--- src/design/afk_pkg.sv ---
`default_nettype none
// ----------------------------------------------------------------------------
// afk_pkg: shared types, constants and tables for the arm position unit
// Field widths, register codes, micro-op format and sequence, sine table.
// ----------------------------------------------------------------------------
package afk_pkg;

    // field widths
    localparam int ANG_W     = 9;
    localparam int IDX_W     = 3;
    localparam int POS_W     = 24;
    localparam int LEN_W     = 16;
    localparam int CFG_IDX_W = 2;

    localparam int SINE_BITS_DEF = 16;

    // configuration register codes
    localparam logic [CFG_IDX_W-1:0] CFG_BASE_HEIGHT = 2'd0;
    localparam logic [CFG_IDX_W-1:0] CFG_FIRST_LINK  = 2'd1;
    localparam logic [CFG_IDX_W-1:0] CFG_SECOND_LINK = 2'd2;

    localparam logic [15:0] BASE_HEIGHT_RST = 16'd768;
    localparam logic [15:0] FIRST_LINK_RST  = 16'd512;
    localparam logic [15:0] SECOND_LINK_RST = 16'd768;

    localparam logic MODE_MOVE  = 1'b0;
    localparam logic MODE_QUERY = 1'b1;

    localparam logic [IDX_W-1:0] SERVO1 = 3'd1;
    localparam logic [IDX_W-1:0] SERVO2 = 3'd2;
    localparam logic [IDX_W-1:0] SERVO3 = 3'd3;
    localparam logic [IDX_W-1:0] SERVO4 = 3'd4;
    localparam logic [IDX_W-1:0] SERVO5 = 3'd5;

    // trig scratch file
    localparam int NUM_TREGS = 19;
    localparam int T_AW      = $clog2(NUM_TREGS);

    localparam logic [T_AW-1:0] T_S0   = 5'd0;
    localparam logic [T_AW-1:0] T_S1   = 5'd1;
    localparam logic [T_AW-1:0] T_S2   = 5'd2;
    localparam logic [T_AW-1:0] T_S3   = 5'd3;
    localparam logic [T_AW-1:0] T_C0   = 5'd4;
    localparam logic [T_AW-1:0] T_C1   = 5'd5;
    localparam logic [T_AW-1:0] T_C2   = 5'd6;
    localparam logic [T_AW-1:0] T_C3   = 5'd7;
    localparam logic [T_AW-1:0] T_C0C1 = 5'd8;
    localparam logic [T_AW-1:0] T_S0C1 = 5'd9;
    localparam logic [T_AW-1:0] T_C0S1 = 5'd10;
    localparam logic [T_AW-1:0] T_S0S1 = 5'd11;
    localparam logic [T_AW-1:0] T_P1   = 5'd12;
    localparam logic [T_AW-1:0] T_P2   = 5'd13;
    localparam logic [T_AW-1:0] T_P3   = 5'd14;
    localparam logic [T_AW-1:0] T_Q1   = 5'd15;
    localparam logic [T_AW-1:0] T_Q2   = 5'd16;
    localparam logic [T_AW-1:0] T_Q3   = 5'd17;

    // accumulators
    localparam logic [1:0] ACC_X = 2'd0;
    localparam logic [1:0] ACC_Y = 2'd1;
    localparam logic [1:0] ACC_Z = 2'd2;

    // length select
    localparam logic [1:0] LEN_H  = 2'd0;
    localparam logic [1:0] LEN_L1 = 2'd1;
    localparam logic [1:0] LEN_L2 = 2'd2;

    // micro-op kinds
    localparam logic [1:0] K_RND    = 2'd0;  // t[dst] = +-round(a*b)
    localparam logic [1:0] K_RNDADD = 2'd1;  // t[dst] = prev +- round(a*b)
    localparam logic [1:0] K_ACC    = 2'd2;  // acc[dst] += +-(a*b), exact
    localparam logic [1:0] K_NONE   = 2'd3;

    localparam logic POS = 1'b0;
    localparam logic NEG = 1'b1;

    localparam int NUM_UOPS    = 28;
    localparam int UOP_IW      = 5;
    localparam int TRIG_STEPS  = 8;
    localparam int FLUSH_STEPS = 2;

    typedef struct packed {
        logic [1:0]      kind;
        logic            sgn;
        logic            a_len;
        logic [1:0]      len_sel;
        logic [T_AW-1:0] a_idx;
        logic            b_one;
        logic [T_AW-1:0] b_idx;
        logic [T_AW-1:0] dst;
        logic [IDX_W-1:0] level;
    } t_uop;

    typedef struct packed {
        logic              accept;
        logic              trig_en;
        logic [2:0]        trig_step;
        logic              issue;
        logic [UOP_IW-1:0] uop_idx;
        logic              out_load;
    } t_cmd;

    function automatic t_uop f_mk(input logic [1:0] kind, input logic sgn,
                                  input logic a_len, input logic [1:0] len_sel,
                                  input logic [T_AW-1:0] a_idx, input logic b_one,
                                  input logic [T_AW-1:0] b_idx,
                                  input logic [T_AW-1:0] dst,
                                  input logic [IDX_W-1:0] level);
        t_uop u;
        u.kind    = kind;
        u.sgn     = sgn;
        u.a_len   = a_len;
        u.len_sel = len_sel;
        u.a_idx   = a_idx;
        u.b_one   = b_one;
        u.b_idx   = b_idx;
        u.dst     = dst;
        u.level   = level;
        return u;
    endfunction

    // Query sequence. A consumer of a t entry trails its producer by three or more
    // slots; each K_RNDADD directly follows the K_RND whose value it adds to.
    function automatic t_uop f_uop(input logic [UOP_IW-1:0] n);
        t_uop u;
        unique case (n)
            5'd0:  u = f_mk(K_RND, POS, 1'b0, LEN_H, T_C0, 1'b0, T_C1, T_C0C1, SERVO2);
            5'd1:  u = f_mk(K_RND, POS, 1'b0, LEN_H, T_S0, 1'b0, T_C1, T_S0C1, SERVO2);
            5'd2:  u = f_mk(K_RND, POS, 1'b0, LEN_H, T_C0, 1'b0, T_S1, T_C0S1, SERVO2);
            5'd3:  u = f_mk(K_RND, POS, 1'b0, LEN_H, T_S0, 1'b0, T_S1, T_S0S1, SERVO2);
            5'd4:  u = f_mk(K_RND, POS, 1'b0, LEN_H, T_S1, 1'b0, T_C2, T_P3, SERVO2);
            5'd5:  u = f_mk(K_ACC, POS, 1'b1, LEN_H, T_S0, 1'b1, T_S0,
                            T_AW'(ACC_Z), SERVO2);
            5'd6:  u = f_mk(K_ACC, POS, 1'b1, LEN_L1, T_S0, 1'b0, T_S1,
                            T_AW'(ACC_Z), SERVO3);
            5'd7:  u = f_mk(K_ACC, POS, 1'b1, LEN_L1, T_S0, 1'b0, T_C0C1,
                            T_AW'(ACC_X), SERVO3);
            5'd8:  u = f_mk(K_ACC, POS, 1'b1, LEN_L1, T_S0, 1'b0, T_S0C1,
                            T_AW'(ACC_Y), SERVO3);
            5'd9:  u = f_mk(K_ACC, POS, 1'b1, LEN_H, T_S0, 1'b0, T_C0S1,
                            T_AW'(ACC_X), SERVO4);
            5'd10: u = f_mk(K_ACC, POS, 1'b1, LEN_H, T_S0, 1'b0, T_S0S1,
                            T_AW'(ACC_Y), SERVO4);
            5'd11: u = f_mk(K_ACC, NEG, 1'b1, LEN_H, T_S0, 1'b0, T_C1,
                            T_AW'(ACC_Z), SERVO4);
            5'd12: u = f_mk(K_RND, POS, 1'b0, LEN_H, T_C0C1, 1'b0, T_C2, T_P1, SERVO2);
            5'd13: u = f_mk(K_RNDADD, POS, 1'b0, LEN_H, T_S0, 1'b0, T_S2, T_P1, SERVO2);
            5'd14: u = f_mk(K_RND, POS, 1'b0, LEN_H, T_S0C1, 1'b0, T_C2, T_P2, SERVO2);
            5'd15: u = f_mk(K_RNDADD, NEG, 1'b0, LEN_H, T_C0, 1'b0, T_S2, T_P2, SERVO2);
            5'd16: u = f_mk(K_RND, POS, 1'b0, LEN_H, T_C0S1, 1'b0, T_S3, T_Q1, SERVO2);
            5'd17: u = f_mk(K_RND, POS, 1'b0, LEN_H, T_S0S1, 1'b0, T_S3, T_Q2, SERVO2);
            5'd18: u = f_mk(K_RND, POS, 1'b0, LEN_H, T_C1, 1'b0, T_S3, T_Q3, SERVO2);
            5'd19: u = f_mk(K_RND, POS, 1'b0, LEN_H, T_C3, 1'b0, T_P1, T_P1, SERVO2);
            5'd20: u = f_mk(K_RND, POS, 1'b0, LEN_H, T_C3, 1'b0, T_P2, T_P2, SERVO2);
            5'd21: u = f_mk(K_RND, POS, 1'b0, LEN_H, T_P3, 1'b0, T_C3, T_P3, SERVO2);
            5'd22: u = f_mk(K_ACC, NEG, 1'b1, LEN_L2, T_S0, 1'b0, T_Q1,
                            T_AW'(ACC_X), SERVO5);
            5'd23: u = f_mk(K_ACC, NEG, 1'b1, LEN_L2, T_S0, 1'b0, T_Q2,
                            T_AW'(ACC_Y), SERVO5);
            5'd24: u = f_mk(K_ACC, NEG, 1'b1, LEN_L2, T_S0, 1'b0, T_Q3,
                            T_AW'(ACC_Z), SERVO5);
            5'd25: u = f_mk(K_ACC, POS, 1'b1, LEN_L2, T_S0, 1'b0, T_P1,
                            T_AW'(ACC_X), SERVO5);
            5'd26: u = f_mk(K_ACC, POS, 1'b1, LEN_L2, T_S0, 1'b0, T_P2,
                            T_AW'(ACC_Y), SERVO5);
            5'd27: u = f_mk(K_ACC, POS, 1'b1, LEN_L2, T_S0, 1'b0, T_P3,
                            T_AW'(ACC_Z), SERVO5);
            default: u = f_mk(K_NONE, POS, 1'b0, LEN_H, T_S0, 1'b0, T_S0, T_S0, SERVO5);
        endcase
        return u;
    endfunction

    // quarter-wave sine table, sin(k deg) for k = 0..90
    localparam int SINE_EW = 25;
    typedef logic [SINE_EW-1:0] t_sine_entry;
    typedef t_sine_entry t_sine_tab [0:90];

    localparam longint unsigned PI_Q30 = 64'd3373259426;
    localparam longint          Q30_ONE = 64'sd1073741824;

    // Q30 Taylor series to x^17, round half up per step, then rounded to sb bits
    function automatic t_sine_tab f_build_sine(input int sb);
        t_sine_tab       tab;
        longint unsigned x;
        longint unsigned x2;
        longint unsigned term;
        longint unsigned half;
        longint          s;
        for (int k = 0; k <= 90; k++) begin
            half = 64'd1 << 29;
            x    = (64'(k) * PI_Q30 + 64'd90) / 64'd180;
            x2   = (x * x + half) >> 30;
            term = x;
            s    = longint'(x);
            term = ((term * x2 + half) >> 30) / 64'd6;   s = s - longint'(term);
            term = ((term * x2 + half) >> 30) / 64'd20;  s = s + longint'(term);
            term = ((term * x2 + half) >> 30) / 64'd42;  s = s - longint'(term);
            term = ((term * x2 + half) >> 30) / 64'd72;  s = s + longint'(term);
            term = ((term * x2 + half) >> 30) / 64'd110; s = s - longint'(term);
            term = ((term * x2 + half) >> 30) / 64'd156; s = s + longint'(term);
            term = ((term * x2 + half) >> 30) / 64'd210; s = s - longint'(term);
            term = ((term * x2 + half) >> 30) / 64'd272; s = s + longint'(term);
            if (s < 0) begin
                s = 0;
            end
            if (s > Q30_ONE) begin
                s = Q30_ONE;
            end
            tab[k] = SINE_EW'((s + (64'sd1 <<< (29 - sb))) >>> (30 - sb));
        end
        return tab;
    endfunction

endpackage
`default_nettype wire

--- src/design/arm_forward_kinematics_unit.sv ---
`default_nettype none
// ----------------------------------------------------------------------------
// arm_forward_kinematics_unit: four-joint arm angle store and position query
// Move items store a joint angle; query items return servo x, y, z.
// ----------------------------------------------------------------------------
// Sequence: a move transfer goes straight to result hand-off; a query transfer
//   runs 8 trig lookups, 28 micro-ops on one shared multiplier, a pipe flush
//   and an output load before its result is valid.
// The unit takes one item at a time: a new transfer is taken only once the
//   previous item's result has been loaded. A stalled result holds the unit
//   once the next item is done.
// Reset: synchronous, active low; angles go to 0 deg, link registers to defaults.
// ----------------------------------------------------------------------------
module arm_forward_kinematics_unit #(
    parameter int SINE_BITS = afk_pkg::SINE_BITS_DEF   // sine table fraction bits
) (
    input  wire logic                             i_clk,
    input  wire logic                             i_rst_n,
    // item input channel
    input  wire logic                             i_valid,
    output logic                                  o_stall,
    input  wire logic                             i_mode,
    input  wire logic [afk_pkg::IDX_W-1:0]        i_joint_index,
    input  wire logic signed [afk_pkg::ANG_W-1:0] i_angle_deg,
    // result channel
    output logic                                  o_valid,
    input  wire logic                             i_stall,
    output logic signed [afk_pkg::POS_W-1:0]      o_pos_x,
    output logic signed [afk_pkg::POS_W-1:0]      o_pos_y,
    output logic signed [afk_pkg::POS_W-1:0]      o_pos_z,
    output logic signed [afk_pkg::ANG_W-1:0]      o_echo_angle,
    // config write port
    input  wire logic                             i_cfg_we,
    input  wire logic [afk_pkg::CFG_IDX_W-1:0]    i_cfg_index,
    input  wire logic [afk_pkg::LEN_W-1:0]        i_cfg_data
);

    // Commands from the sequencer: accept an item, run trig lookups,
    // issue micro-ops, load the result register.
    afk_pkg::t_cmd w_cmd;

    // The sequencer takes a new transfer only when idle. The result sits in
    // an output register, so the next item can be taken while it waits.
    afk_ctrl u_ctrl (
        .i_clk       (i_clk),
        .i_rst_n     (i_rst_n),
        .i_valid     (i_valid),
        .i_mode      (i_mode),
        .i_out_stall (i_stall),
        .o_in_stall  (o_stall),
        .o_out_valid (o_valid),
        .o_cmd       (w_cmd)
    );

    // Datapath: joint angles, link registers, sine lookup, one multiplier,
    // exact x/y/z accumulators and the output rounding/saturation.
    afk_datapath #(
        .SINE_BITS (SINE_BITS)
    ) u_dp (
        .i_clk         (i_clk),
        .i_rst_n       (i_rst_n),
        .i_cmd         (w_cmd),
        .i_mode        (i_mode),
        .i_joint_index (i_joint_index),
        .i_angle_deg   (i_angle_deg),
        .i_cfg_we      (i_cfg_we),
        .i_cfg_index   (i_cfg_index),
        .i_cfg_data    (i_cfg_data),
        .o_pos_x       (o_pos_x),
        .o_pos_y       (o_pos_y),
        .o_pos_z       (o_pos_z),
        .o_echo_angle  (o_echo_angle)
    );

endmodule
`default_nettype wire

--- src/design/afk_ram.sv ---
`default_nettype none
// ----------------------------------------------------------------------------
// afk_ram: generic RAM
// One write port, two read ports, registered read data.
// ----------------------------------------------------------------------------
module afk_ram #(
    parameter int WIDTH = 8,
    parameter int DEPTH = 16,
    localparam int AW = (DEPTH > 1) ? $clog2(DEPTH) : 1
) (
    input  wire logic             i_clk,
    input  wire logic             i_we,
    input  wire logic [AW-1:0]    i_waddr,
    input  wire logic [WIDTH-1:0] i_wdata,
    input  wire logic [AW-1:0]    i_raddr_a,
    input  wire logic [AW-1:0]    i_raddr_b,
    output logic      [WIDTH-1:0] o_rdata_a,
    output logic      [WIDTH-1:0] o_rdata_b
);

    logic [WIDTH-1:0] r_mem [DEPTH];
    logic [WIDTH-1:0] r_rdata_a;
    logic [WIDTH-1:0] r_rdata_b;

    always_ff @(posedge i_clk) begin
        if (i_we) begin
            r_mem[i_waddr] <= i_wdata;
        end
        r_rdata_a <= r_mem[i_raddr_a];
        r_rdata_b <= r_mem[i_raddr_b];
    end

    assign o_rdata_a = r_rdata_a;
    assign o_rdata_b = r_rdata_b;

endmodule
`default_nettype wire

--- src/design/afk_ctrl.sv ---
`default_nettype none
// ----------------------------------------------------------------------------
// afk_ctrl: sequencer for the arm position unit
// Handshakes, trig lookup steps, micro-op issue and result hand-off.
// ----------------------------------------------------------------------------
module afk_ctrl (
    input  wire logic          i_clk,
    input  wire logic          i_rst_n,
    input  wire logic          i_valid,
    input  wire logic          i_mode,
    input  wire logic          i_out_stall,
    output logic               o_in_stall,
    output logic               o_out_valid,
    output afk_pkg::t_cmd      o_cmd
);

    localparam logic [2:0] S_IDLE  = 3'd0;
    localparam logic [2:0] S_TRIG  = 3'd1;
    localparam logic [2:0] S_RUN   = 3'd2;
    localparam logic [2:0] S_FLUSH = 3'd3;
    localparam logic [2:0] S_DONE  = 3'd4;

    localparam int CW = afk_pkg::UOP_IW;

    logic [2:0]    r_state, n_state;
    logic [CW-1:0] r_cnt, n_cnt;
    logic          r_out_valid, n_out_valid;
    logic          w_accept;
    logic          w_out_free;

    assign w_accept   = i_valid && (r_state == S_IDLE);
    assign w_out_free = !r_out_valid || !i_out_stall;

    always_comb begin
        n_state     = r_state;
        n_cnt       = r_cnt;
        n_out_valid = r_out_valid && i_out_stall;
        unique case (r_state)
            S_IDLE: begin
                n_cnt = '0;
                if (w_accept) begin
                    n_state = (i_mode == afk_pkg::MODE_QUERY) ? S_TRIG : S_DONE;
                end
            end
            S_TRIG: begin
                n_cnt = r_cnt + 1'b1;
                if (r_cnt == CW'(afk_pkg::TRIG_STEPS - 1)) begin
                    n_state = S_RUN;
                    n_cnt   = '0;
                end
            end
            S_RUN: begin
                n_cnt = r_cnt + 1'b1;
                if (r_cnt == CW'(afk_pkg::NUM_UOPS - 1)) begin
                    n_state = S_FLUSH;
                    n_cnt   = '0;
                end
            end
            S_FLUSH: begin
                n_cnt = r_cnt + 1'b1;
                if (r_cnt == CW'(afk_pkg::FLUSH_STEPS - 1)) begin
                    n_state = S_DONE;
                    n_cnt   = '0;
                end
            end
            S_DONE: begin
                if (w_out_free) begin
                    n_state     = S_IDLE;
                    n_out_valid = 1'b1;
                end
            end
            default: begin
                n_state = S_IDLE;
            end
        endcase
    end

    always_ff @(posedge i_clk) begin
        if (!i_rst_n) begin
            r_state     <= S_IDLE;
            r_cnt       <= '0;
            r_out_valid <= 1'b0;
        end else begin
            r_state     <= n_state;
            r_cnt       <= n_cnt;
            r_out_valid <= n_out_valid;
        end
    end

    always_comb begin
        o_cmd.accept    = w_accept;
        o_cmd.trig_en   = (r_state == S_TRIG);
        o_cmd.trig_step = r_cnt[2:0];
        o_cmd.issue     = (r_state == S_RUN);
        o_cmd.uop_idx   = r_cnt;
        o_cmd.out_load  = (r_state == S_DONE) && w_out_free;
    end

    assign o_in_stall  = (r_state != S_IDLE);
    assign o_out_valid = r_out_valid;

    a_query_starts_trig: assert property (@(posedge i_clk) disable iff (!i_rst_n)
        (w_accept && i_mode == afk_pkg::MODE_QUERY) |=> (r_state == S_TRIG))
        else $error("query transfer did not start trig lookups");

    a_move_goes_done: assert property (@(posedge i_clk) disable iff (!i_rst_n)
        (w_accept && i_mode == afk_pkg::MODE_MOVE) |=> (r_state == S_DONE))
        else $error("move transfer did not go to result hand-off");

    a_valid_from_done: assert property (@(posedge i_clk) disable iff (!i_rst_n)
        $rose(r_out_valid) |-> ($past(r_state) == S_DONE))
        else $error("result valid rose outside hand-off");

    a_run_bound: assert property (@(posedge i_clk) disable iff (!i_rst_n)
        (r_state == S_RUN) |-> (r_cnt < CW'(afk_pkg::NUM_UOPS)))
        else $error("micro-op counter out of range");

    a_done_leaves: assert property (@(posedge i_clk) disable iff (!i_rst_n)
        (r_state == S_DONE && w_out_free) |=> (r_state == S_IDLE && r_out_valid))
        else $error("hand-off did not present result");

endmodule
`default_nettype wire

--- src/design/afk_datapath.sv ---
`default_nettype none
// ----------------------------------------------------------------------------
// afk_datapath: joint store, trig lookup, shared multiplier, accumulators
// Three-stage micro-op pipe: read, multiply, write back / accumulate.
// ----------------------------------------------------------------------------
module afk_datapath #(
    parameter int SINE_BITS = afk_pkg::SINE_BITS_DEF
) (
    input  wire logic                          i_clk,
    input  wire logic                          i_rst_n,
    input  wire afk_pkg::t_cmd                 i_cmd,
    input  wire logic                          i_mode,
    input  wire logic [afk_pkg::IDX_W-1:0]     i_joint_index,
    input  wire logic signed [afk_pkg::ANG_W-1:0] i_angle_deg,
    input  wire logic                          i_cfg_we,
    input  wire logic [afk_pkg::CFG_IDX_W-1:0] i_cfg_index,
    input  wire logic [afk_pkg::LEN_W-1:0]     i_cfg_data,
    output logic signed [afk_pkg::POS_W-1:0]   o_pos_x,
    output logic signed [afk_pkg::POS_W-1:0]   o_pos_y,
    output logic signed [afk_pkg::POS_W-1:0]   o_pos_z,
    output logic signed [afk_pkg::ANG_W-1:0]   o_echo_angle
);

    localparam int TW  = SINE_BITS + 3;                       // trig word
    localparam int OW  = (TW > afk_pkg::LEN_W + 1) ? TW : afk_pkg::LEN_W + 1;
    localparam int PW  = 2 * OW;
    localparam int AW  = PW + 3;
    localparam int PWN = afk_pkg::POS_W;
    localparam int AWG = afk_pkg::ANG_W;
    localparam int TA  = afk_pkg::T_AW;

    localparam afk_pkg::t_sine_tab SINE_TAB = afk_pkg::f_build_sine(SINE_BITS);

    localparam logic signed [AW-1:0] SAT_HI = (AW'(1) <<< (PWN - 1)) - AW'(1);
    localparam logic signed [AW-1:0] SAT_LO = -(AW'(1) <<< (PWN - 1));

    // config and joint state
    logic [afk_pkg::LEN_W-1:0] r_base_height;
    logic [afk_pkg::LEN_W-1:0] r_first_link;
    logic [afk_pkg::LEN_W-1:0] r_second_link;
    logic signed [AWG-1:0]     r_joint [4];

    logic                          r_mode;
    logic [afk_pkg::IDX_W-1:0]     r_idx;
    logic signed [AWG-1:0]         r_echo;
    logic [1:0]                    w_jsel;

    always_ff @(posedge i_clk) begin
        if (!i_rst_n) begin
            r_base_height <= afk_pkg::BASE_HEIGHT_RST;
            r_first_link  <= afk_pkg::FIRST_LINK_RST;
            r_second_link <= afk_pkg::SECOND_LINK_RST;
        end else if (i_cfg_we) begin
            unique case (i_cfg_index)
                afk_pkg::CFG_BASE_HEIGHT: r_base_height <= i_cfg_data;
                afk_pkg::CFG_FIRST_LINK:  r_first_link  <= i_cfg_data;
                afk_pkg::CFG_SECOND_LINK: r_second_link <= i_cfg_data;
                default: ;
            endcase
        end
    end

    assign w_jsel = 2'(i_joint_index - afk_pkg::SERVO1);

    always_ff @(posedge i_clk) begin
        if (!i_rst_n) begin
            for (int j = 0; j < 4; j++) begin
                r_joint[j] <= '0;
            end
        end else if (i_cmd.accept && i_mode == afk_pkg::MODE_MOVE &&
                     i_joint_index >= afk_pkg::SERVO1 &&
                     i_joint_index <= afk_pkg::SERVO4) begin
            r_joint[w_jsel] <= i_angle_deg;
        end
    end

    always_ff @(posedge i_clk) begin
        if (i_cmd.accept) begin
            r_mode <= i_mode;
            r_idx  <= i_joint_index;
            r_echo <= (i_mode == afk_pkg::MODE_MOVE && i_joint_index >= afk_pkg::SERVO1 &&
                       i_joint_index <= afk_pkg::SERVO5) ? i_angle_deg : '0;
        end
    end

    // trig lookup: sin(a) or cos(a) = sin(a + 90), folded into the first quadrant
    logic [1:0]            w_tj;
    logic                  w_tcos;
    logic signed [10:0]    w_tsum;
    logic [8:0]            w_tdeg;
    logic [6:0]            w_tk;
    logic                  w_tneg;
    logic [TW-1:0]         w_tmag;
    logic [TW-1:0]         w_tval;

    assign w_tj   = i_cmd.trig_step[2:1];
    assign w_tcos = i_cmd.trig_step[0];

    always_comb begin
        w_tsum = 11'(r_joint[w_tj]) + (w_tcos ? 11'sd90 : 11'sd0);
        w_tdeg = (w_tsum < 0) ? 9'(w_tsum + 11'sd360) : 9'(w_tsum);
        if (w_tdeg <= 9'd90) begin
            w_tk = 7'(w_tdeg);               w_tneg = 1'b0;
        end else if (w_tdeg <= 9'd180) begin
            w_tk = 7'(9'd180 - w_tdeg);      w_tneg = 1'b0;
        end else if (w_tdeg <= 9'd270) begin
            w_tk = 7'(w_tdeg - 9'd180);      w_tneg = 1'b1;
        end else begin
            w_tk = 7'(9'd360 - w_tdeg);      w_tneg = 1'b1;
        end
        w_tmag = TW'(SINE_TAB[w_tk][SINE_BITS:0]);
        w_tval = w_tneg ? -w_tmag : w_tmag;
    end

    // micro-op pipe
    afk_pkg::t_uop w_u0;
    afk_pkg::t_uop r_u1, r_u2;
    logic          r_v1, r_v2;
    logic [TW-1:0] w_rdata_a, w_rdata_b;

    assign w_u0 = afk_pkg::f_uop(i_cmd.uop_idx);

    always_ff @(posedge i_clk) begin
        if (!i_rst_n) begin
            r_v1 <= 1'b0;
            r_v2 <= 1'b0;
        end else begin
            r_v1 <= i_cmd.issue;
            r_v2 <= r_v1;
        end
    end

    always_ff @(posedge i_clk) begin
        r_u1 <= w_u0;
        r_u2 <= r_u1;
    end

    // stage 1: operand select and multiply
    logic [afk_pkg::LEN_W-1:0] w_len;
    logic signed [OW-1:0]      w_aop, w_bop;
    logic signed [PW-1:0]      r_prod;

    always_comb begin
        unique case (r_u1.len_sel)
            afk_pkg::LEN_H:  w_len = r_base_height;
            afk_pkg::LEN_L1: w_len = r_first_link;
            afk_pkg::LEN_L2: w_len = r_second_link;
            default:         w_len = '0;
        endcase
        w_aop = r_u1.a_len ? signed'(OW'(w_len)) : OW'($signed(w_rdata_a));
        w_bop = r_u1.b_one ? (OW'(1) <<< SINE_BITS) : OW'($signed(w_rdata_b));
    end

    always_ff @(posedge i_clk) begin
        r_prod <= PW'(w_aop) * PW'(w_bop);
    end

    // stage 2: round half away from zero, or exact accumulate
    logic [PW-1:0]        w_pmag, w_prnd;
    logic signed [PW-1:0] w_prs;
    logic [TW-1:0]        w_rt, w_rsg, w_wbval;
    logic [TW-1:0]        r_prev;
    logic                 w_wb_t;
    logic                 w_wb_acc;
    logic signed [AW-1:0] w_pext;
    logic signed [AW-1:0] r_acc [3];

    always_comb begin
        w_pmag  = r_prod[PW-1] ? PW'(-r_prod) : PW'(r_prod);
        w_prnd  = (w_pmag + (PW'(1) << (SINE_BITS - 1))) >> SINE_BITS;
        w_prs   = r_prod[PW-1] ? -signed'(w_prnd) : signed'(w_prnd);
        w_rt    = w_prs[TW-1:0];
        w_rsg   = r_u2.sgn ? -w_rt : w_rt;
        w_wbval = ((r_u2.kind == afk_pkg::K_RNDADD) ? r_prev : '0) + w_rsg;
        w_wb_t  = r_v2 && (r_u2.kind == afk_pkg::K_RND || r_u2.kind == afk_pkg::K_RNDADD);
        w_wb_acc = r_v2 && (r_u2.kind == afk_pkg::K_ACC) && (r_mode == afk_pkg::MODE_QUERY)
                   && (r_idx >= r_u2.level) && (r_idx <= afk_pkg::SERVO5);
        w_pext  = AW'(r_prod);
    end

    always_ff @(posedge i_clk) begin
        if (w_wb_t) begin
            r_prev <= w_wbval;
        end
    end

    always_ff @(posedge i_clk) begin
        if (i_cmd.accept) begin
            for (int j = 0; j < 3; j++) begin
                r_acc[j] <= '0;
            end
        end else if (w_wb_acc) begin
            r_acc[r_u2.dst[1:0]] <= r_acc[r_u2.dst[1:0]] + (r_u2.sgn ? -w_pext : w_pext);
        end
    end

    // scratch file for trig values and products
    afk_ram #(
        .WIDTH (TW),
        .DEPTH (afk_pkg::NUM_TREGS)
    ) u_tram (
        .i_clk     (i_clk),
        .i_we      (i_cmd.trig_en || w_wb_t),
        .i_waddr   (i_cmd.trig_en ? TA'({w_tcos, w_tj}) : r_u2.dst),
        .i_wdata   (i_cmd.trig_en ? w_tval : w_wbval),
        .i_raddr_a (w_u0.a_idx),
        .i_raddr_b (w_u0.b_idx),
        .o_rdata_a (w_rdata_a),
        .o_rdata_b (w_rdata_b)
    );

    // final scale: drop SINE_BITS with rounding, then saturate
    function automatic logic signed [PWN-1:0] f_finish(input logic signed [AW-1:0] v);
        logic [AW-1:0]        m;
        logic [AW-1:0]        r;
        logic signed [AW-1:0] s;
        m = v[AW-1] ? AW'(-v) : AW'(v);
        r = (m + (AW'(1) << (SINE_BITS - 1))) >> SINE_BITS;
        s = v[AW-1] ? -signed'(r) : signed'(r);
        if (s > SAT_HI) begin
            s = SAT_HI;
        end else if (s < SAT_LO) begin
            s = SAT_LO;
        end
        return s[PWN-1:0];
    endfunction

    logic signed [PWN-1:0] r_pos_x, r_pos_y, r_pos_z;
    logic signed [AWG-1:0] r_echo_out;

    always_ff @(posedge i_clk) begin
        if (i_cmd.out_load) begin
            r_pos_x    <= f_finish(r_acc[afk_pkg::ACC_X]);
            r_pos_y    <= f_finish(r_acc[afk_pkg::ACC_Y]);
            r_pos_z    <= f_finish(r_acc[afk_pkg::ACC_Z]);
            r_echo_out <= r_echo;
        end
    end

    assign o_pos_x      = r_pos_x;
    assign o_pos_y      = r_pos_y;
    assign o_pos_z      = r_pos_z;
    assign o_echo_angle = r_echo_out;

endmodule
`default_nettype wire
--- config.mk ---
export PLATFORM = sky130hd
export DESIGN_NAME = arm_forward_kinematics_unit
export DESIGN_NICKNAME = d
export VERILOG_FILES = /design/src/design/afk_pkg.sv /design/src/design/arm_forward_kinematics_unit.sv /design/src/design/afk_ram.sv /design/src/design/afk_ctrl.sv /design/src/design/afk_datapath.sv
export SDC_FILE = /design/constraint.sdc
export NUM_CORES = 2
export LEC_CHECK = 0
export ABC_CLOCK_PERIOD_IN_PS = 9400
export CAP_MARGIN = 20
export CORE_MARGIN = 4
export CORE_UTILIZATION = 50
export DETAILED_ROUTE_END_ITERATION = 10
export DONT_BUFFER_PORTS = 1
export PLACE_DENSITY = 0.73
export SLEW_MARGIN = 20
export SYNTH_ARGS = -nofsm -noshare
export SYNTH_HDL_FRONTEND = slang
export SYNTH_SLANG_ARGS = --single-unit
--- constraint.sdc ---
create_clock -name i_clk -period 9.4 [get_ports i_clk]
set_clock_uncertainty 0.2 [all_clocks]
set_input_delay 0.47 -clock i_clk [delete_from_list [all_inputs] [get_ports i_clk]]
set_output_delay 0.47 -clock i_clk [all_outputs]
set_load 0.01 [all_outputs]
==> impl_metrics.csv <==
group,metric,value,unit
clocking,cts-htree-levels,3,
timing,post-route-min-period,8.87,ns
worst_setup_path,critPathMaxStageDelay,0.55,ns
grt,antenna_found_initial,2,
clocking,insertion_delay,0.72,ns
worst_setup_path,worst_setup_path_end_kind,"flip-flop",
die,io_pins,119,
yosys,synth_cells,5837,
yosys,synthesis.area,0.0626,sq mm
routing,post-route-drc-count,0,
finish,drive_above_1_share,0.118,
timing,worst_pin_slew,1.10,ns
worst_hold_path,holdCritStartpoint,"i_joint_index[0]",
timing,period_share,0.944,
yosys,synth-seq-cells,861,
timing,hold_viol_final,0,
outcome,outcome,"finished, final reports clean",
placement,hpwl,126000,microns
worst_setup_path,rr_startpoint,"u_dp.r_u1[20]",
clocking,ctsRootBufferMaster,"clkbuf_16",
timing,report.final.slew_viol_count,0,
yosys,ys.flop_type,"edfxtp_1",
yosys,syn_nets,6469,
die,die_y,362,microns
routing,wl,176000,microns
worst_hold_path,hold_path.class,"input pin to flip-flop",
clocking,clkTransAtPathRegs,0.06,ns
yosys,yosysSeqAreaShare,0.383,
grt,grt_pass1_vias,45200,
grt,grtUsageTotal,0.265,
routing,drt_iter0_markers,4943,
finish,diodes,0,
worst_setup_path,crit_top_cell,"fa_1",
die,die_w,362,microns
clocking,cts_inserted_buffers,89,
job,maxCapViolCount,0,
yosys,postSynthAreaPerCell,10.7,sq um
power_and_ir_drop,peakVddDrop,316,uV
worst_setup_path,critPathMaxFanout,12,
finish,final_common_cell,"edfxtp_1",
placement,io_buffers,0,
routing,dr.pass1.iters,7,
placement,gp_congestion,0.979,
die,core-area,0.124,sq mm
worst_setup_path,startpoint,"u_dp.r_u1[20]",
timing,slew_headroom,0.266,
grt,grt_pass1_wl,270000,microns
routing,num_vias,45600,
clocking,tritoncts,"built",
power_and_ir_drop,power_density,231,mW/mm^2
finish,postLayoutCellArea,0.0680,sq mm
worst_setup_path,arrival,9.26,ns
grt,grt_start_max_net_pins,77,
placement,dpl_cell_area,0.0646,sq mm
clocking,cts_setup_buffers,0,
placement,pre_cts_ws,0.524,ns
yosys,yosys_warnings,0,
finish,syn2layout_area_growth,8.56,%
routing,drtAntennaViolNets,0,
power_and_ir_drop,leakagePower,25.9,nW
routing,avgRoutedWirePerCell,23.5,microns
timing,tns,0,ns
finish,nets,6415,
die,row_count,129,
yosys,ys_async_sr_fraction,0,
power_and_ir_drop,power,15.7,mW
yosys,synth-edff-count,674,
worst_setup_path,cp-start-kind,"flip-flop",
worst_setup_path,cpMaxStageDelayCell,"fa_1",
clocking,clock_path_buffers,3,
worst_setup_path,critPathKind,"flip-flop to flip-flop",
timing,setup_ws,0.530,ns
timing,fmax,113,MHz
timing,finalSetupViolCount,0,
routing,viasPerCell,6.09,
die,start_util,0.505,
yosys,synth_cell_types,120,
die,die_area,0.131,sq mm
clocking,cts_sinks,861,
finish,utilization,0.548,
worst_setup_path,critPathRequiredTime,9.79,ns
finish,final_cell_mix,"674 x edfxtp_1, 618 x nand2_1, 515 x inv_1",
grt,overflow,0,
[where the power goes]
part	internal, mW	switching (mW)
clock network	1.94	1.60
logic	2.50	4.20
registers	5.23	0.268
[critical path: cells and delay by family, from the launching register on]
kind	cells	cell delay, ns
AO/OA/AOI/OAI	14	3.01
XOR/XNOR	1	0.13
adder cells (fa/ha/maj)	8	3.41
buffers and inverters	4	0.46
flip-flops	1	0.48
multiplexers	2	0.48
AND/OR/NAND/NOR	4	0.53
[synth_stat cells, drive strengths merged, types with 14 or more instances]
cell type,count,share of area
mux2,45,0.0081
or4,15,0.0019
nor3,77,0.0064
o211ai,37,0.0044
edfxtp,674,0.32
o31ai,49,0.0060
o41ai,14,0.0023
or3,47,0.0048
o21ai,317,0.025
mux2i,80,0.013
inv,516,0.031
buf,73,0.0063
nand2,622,0.037
nor4,38,0.0039
o21bai,24,0.0029
a211oi,27,0.0035
or2,34,0.0034
nand4,37,0.0040
xnor2,279,0.039
nor2b,55,0.0055
o22ai,27,0.0027
a31oi,23,0.0023
and3,28,0.0028
ha,225,0.045
a21oi,226,0.018
nand3,85,0.0069
dfxtp,187,0.060
xor2,134,0.019
nand2b,67,0.0068
mux4,241,0.087
clkbuf,250,0.015
a21o,38,0.0046
a22oi,15,0.0018
fa,371,0.12
and2,92,0.0092
nor2,513,0.031
[kinds of logic (layout without fill, tap and decap cells)]
group / after synthesis / count (layout) / share of synthesized area
buffers and inverters: 842 / 860 / 0.0525
multiplexers: 366 / 366 / 0.108
flip-flops: 861 / 861 / 0.383
AO/OA/AOI/OAI: 989 / 989 / 0.103
adder cells (fa/ha/maj): 599 / 599 / 0.164
XOR/XNOR: 414 / 414 / 0.0581
AND/OR/NAND/NOR: 1766 / 1766 / 0.132
[through the flow]
| stage | instances | hold slack [ns] |
|---|---|---|
| 6_report | 7492 | 0.0479 |
| 5_1_grt | 7492 | 0.0317 |
| 4_1_cts | 7491 | 0.00588 |
| 3_5_place_dp | 7288 | 0.112 |
| 3_3_place_gp | 7288 | 0.110 |
| 2_1_floorplan | 5837 | 0.110 |
[flip-flops by register name, indices dropped and copies added (netlist names), 5 cells and up, named ones only]
| register | cells |
|---|---|
| u_dp.u_tram.r_mem | 361 |
| u_dp.r_acc | 164 |
| u_dp.r_prod | 38 |
| u_dp.r_joint | 36 |
| u_dp.o_pos_x | 24 |
| u_dp.o_pos_y | 24 |
| u_dp.o_pos_z | 24 |
| u_dp.w_u0 | 24 |
| u_dp.r_prev | 19 |
| u_dp.u_tram.o_rdata_a | 19 |
| u_dp.u_tram.o_rdata_b | 19 |
| u_dp.r_base_height | 16 |
| u_dp.r_first_link | 16 |
| u_dp.r_second_link | 16 |
| u_dp.r_u1 | 15 |
| u_dp.r_u2 | 11 |
| u_dp.o_echo_angle | 9 |
| u_dp.r_echo | 9 |
| u_ctrl.r_cnt | 5 |
[metal layers]
layer	GRT usage	vias up	share of wire
met3	0.0504	369	0.084
li1	-	20500	-
met5	0	-	0
met2	0.437	2205	0.47
met1	0.350	22600	0.40
met4	0.102	0	0.044
[area by class of cell]
class / count / area (sq um)
clock buffer: 118 / 2430
clock inverter: 45 / 480
inverter: 519 / 1950
fill: 10400 / 56000
multi-input combinational: 4134 / 35600
tap: 1637 / 2050
sequential: 861 / 24000
timing repair buffer: 178 / 1480
[path summary, 6_finish.rpt]
path | endpoint | slack [ns] | depth (start not counted)
setup / recovery | u_dp.r_prod[37] | 0.53 | 33
hold reg to reg | u_dp.r_u2[4] | 0.10 | 0
hold / removal | u_dp.r_joint[0][8] | 0.05 | 3
setup reg to reg | u_dp.r_prod[37] | 0.53 | 33
[repair_timing]
| item | 4_1_cts | 5_1_grt |
|---|---|---|
| resized for setup | 0 | 3 |
| hold buffers | 40 | 0 |
| endpoints found under the setup margin | 0 | 5 |
| hold endpoints to repair | 165 | 0 |
Note: power is estimated with default switching activity, not from simulation.
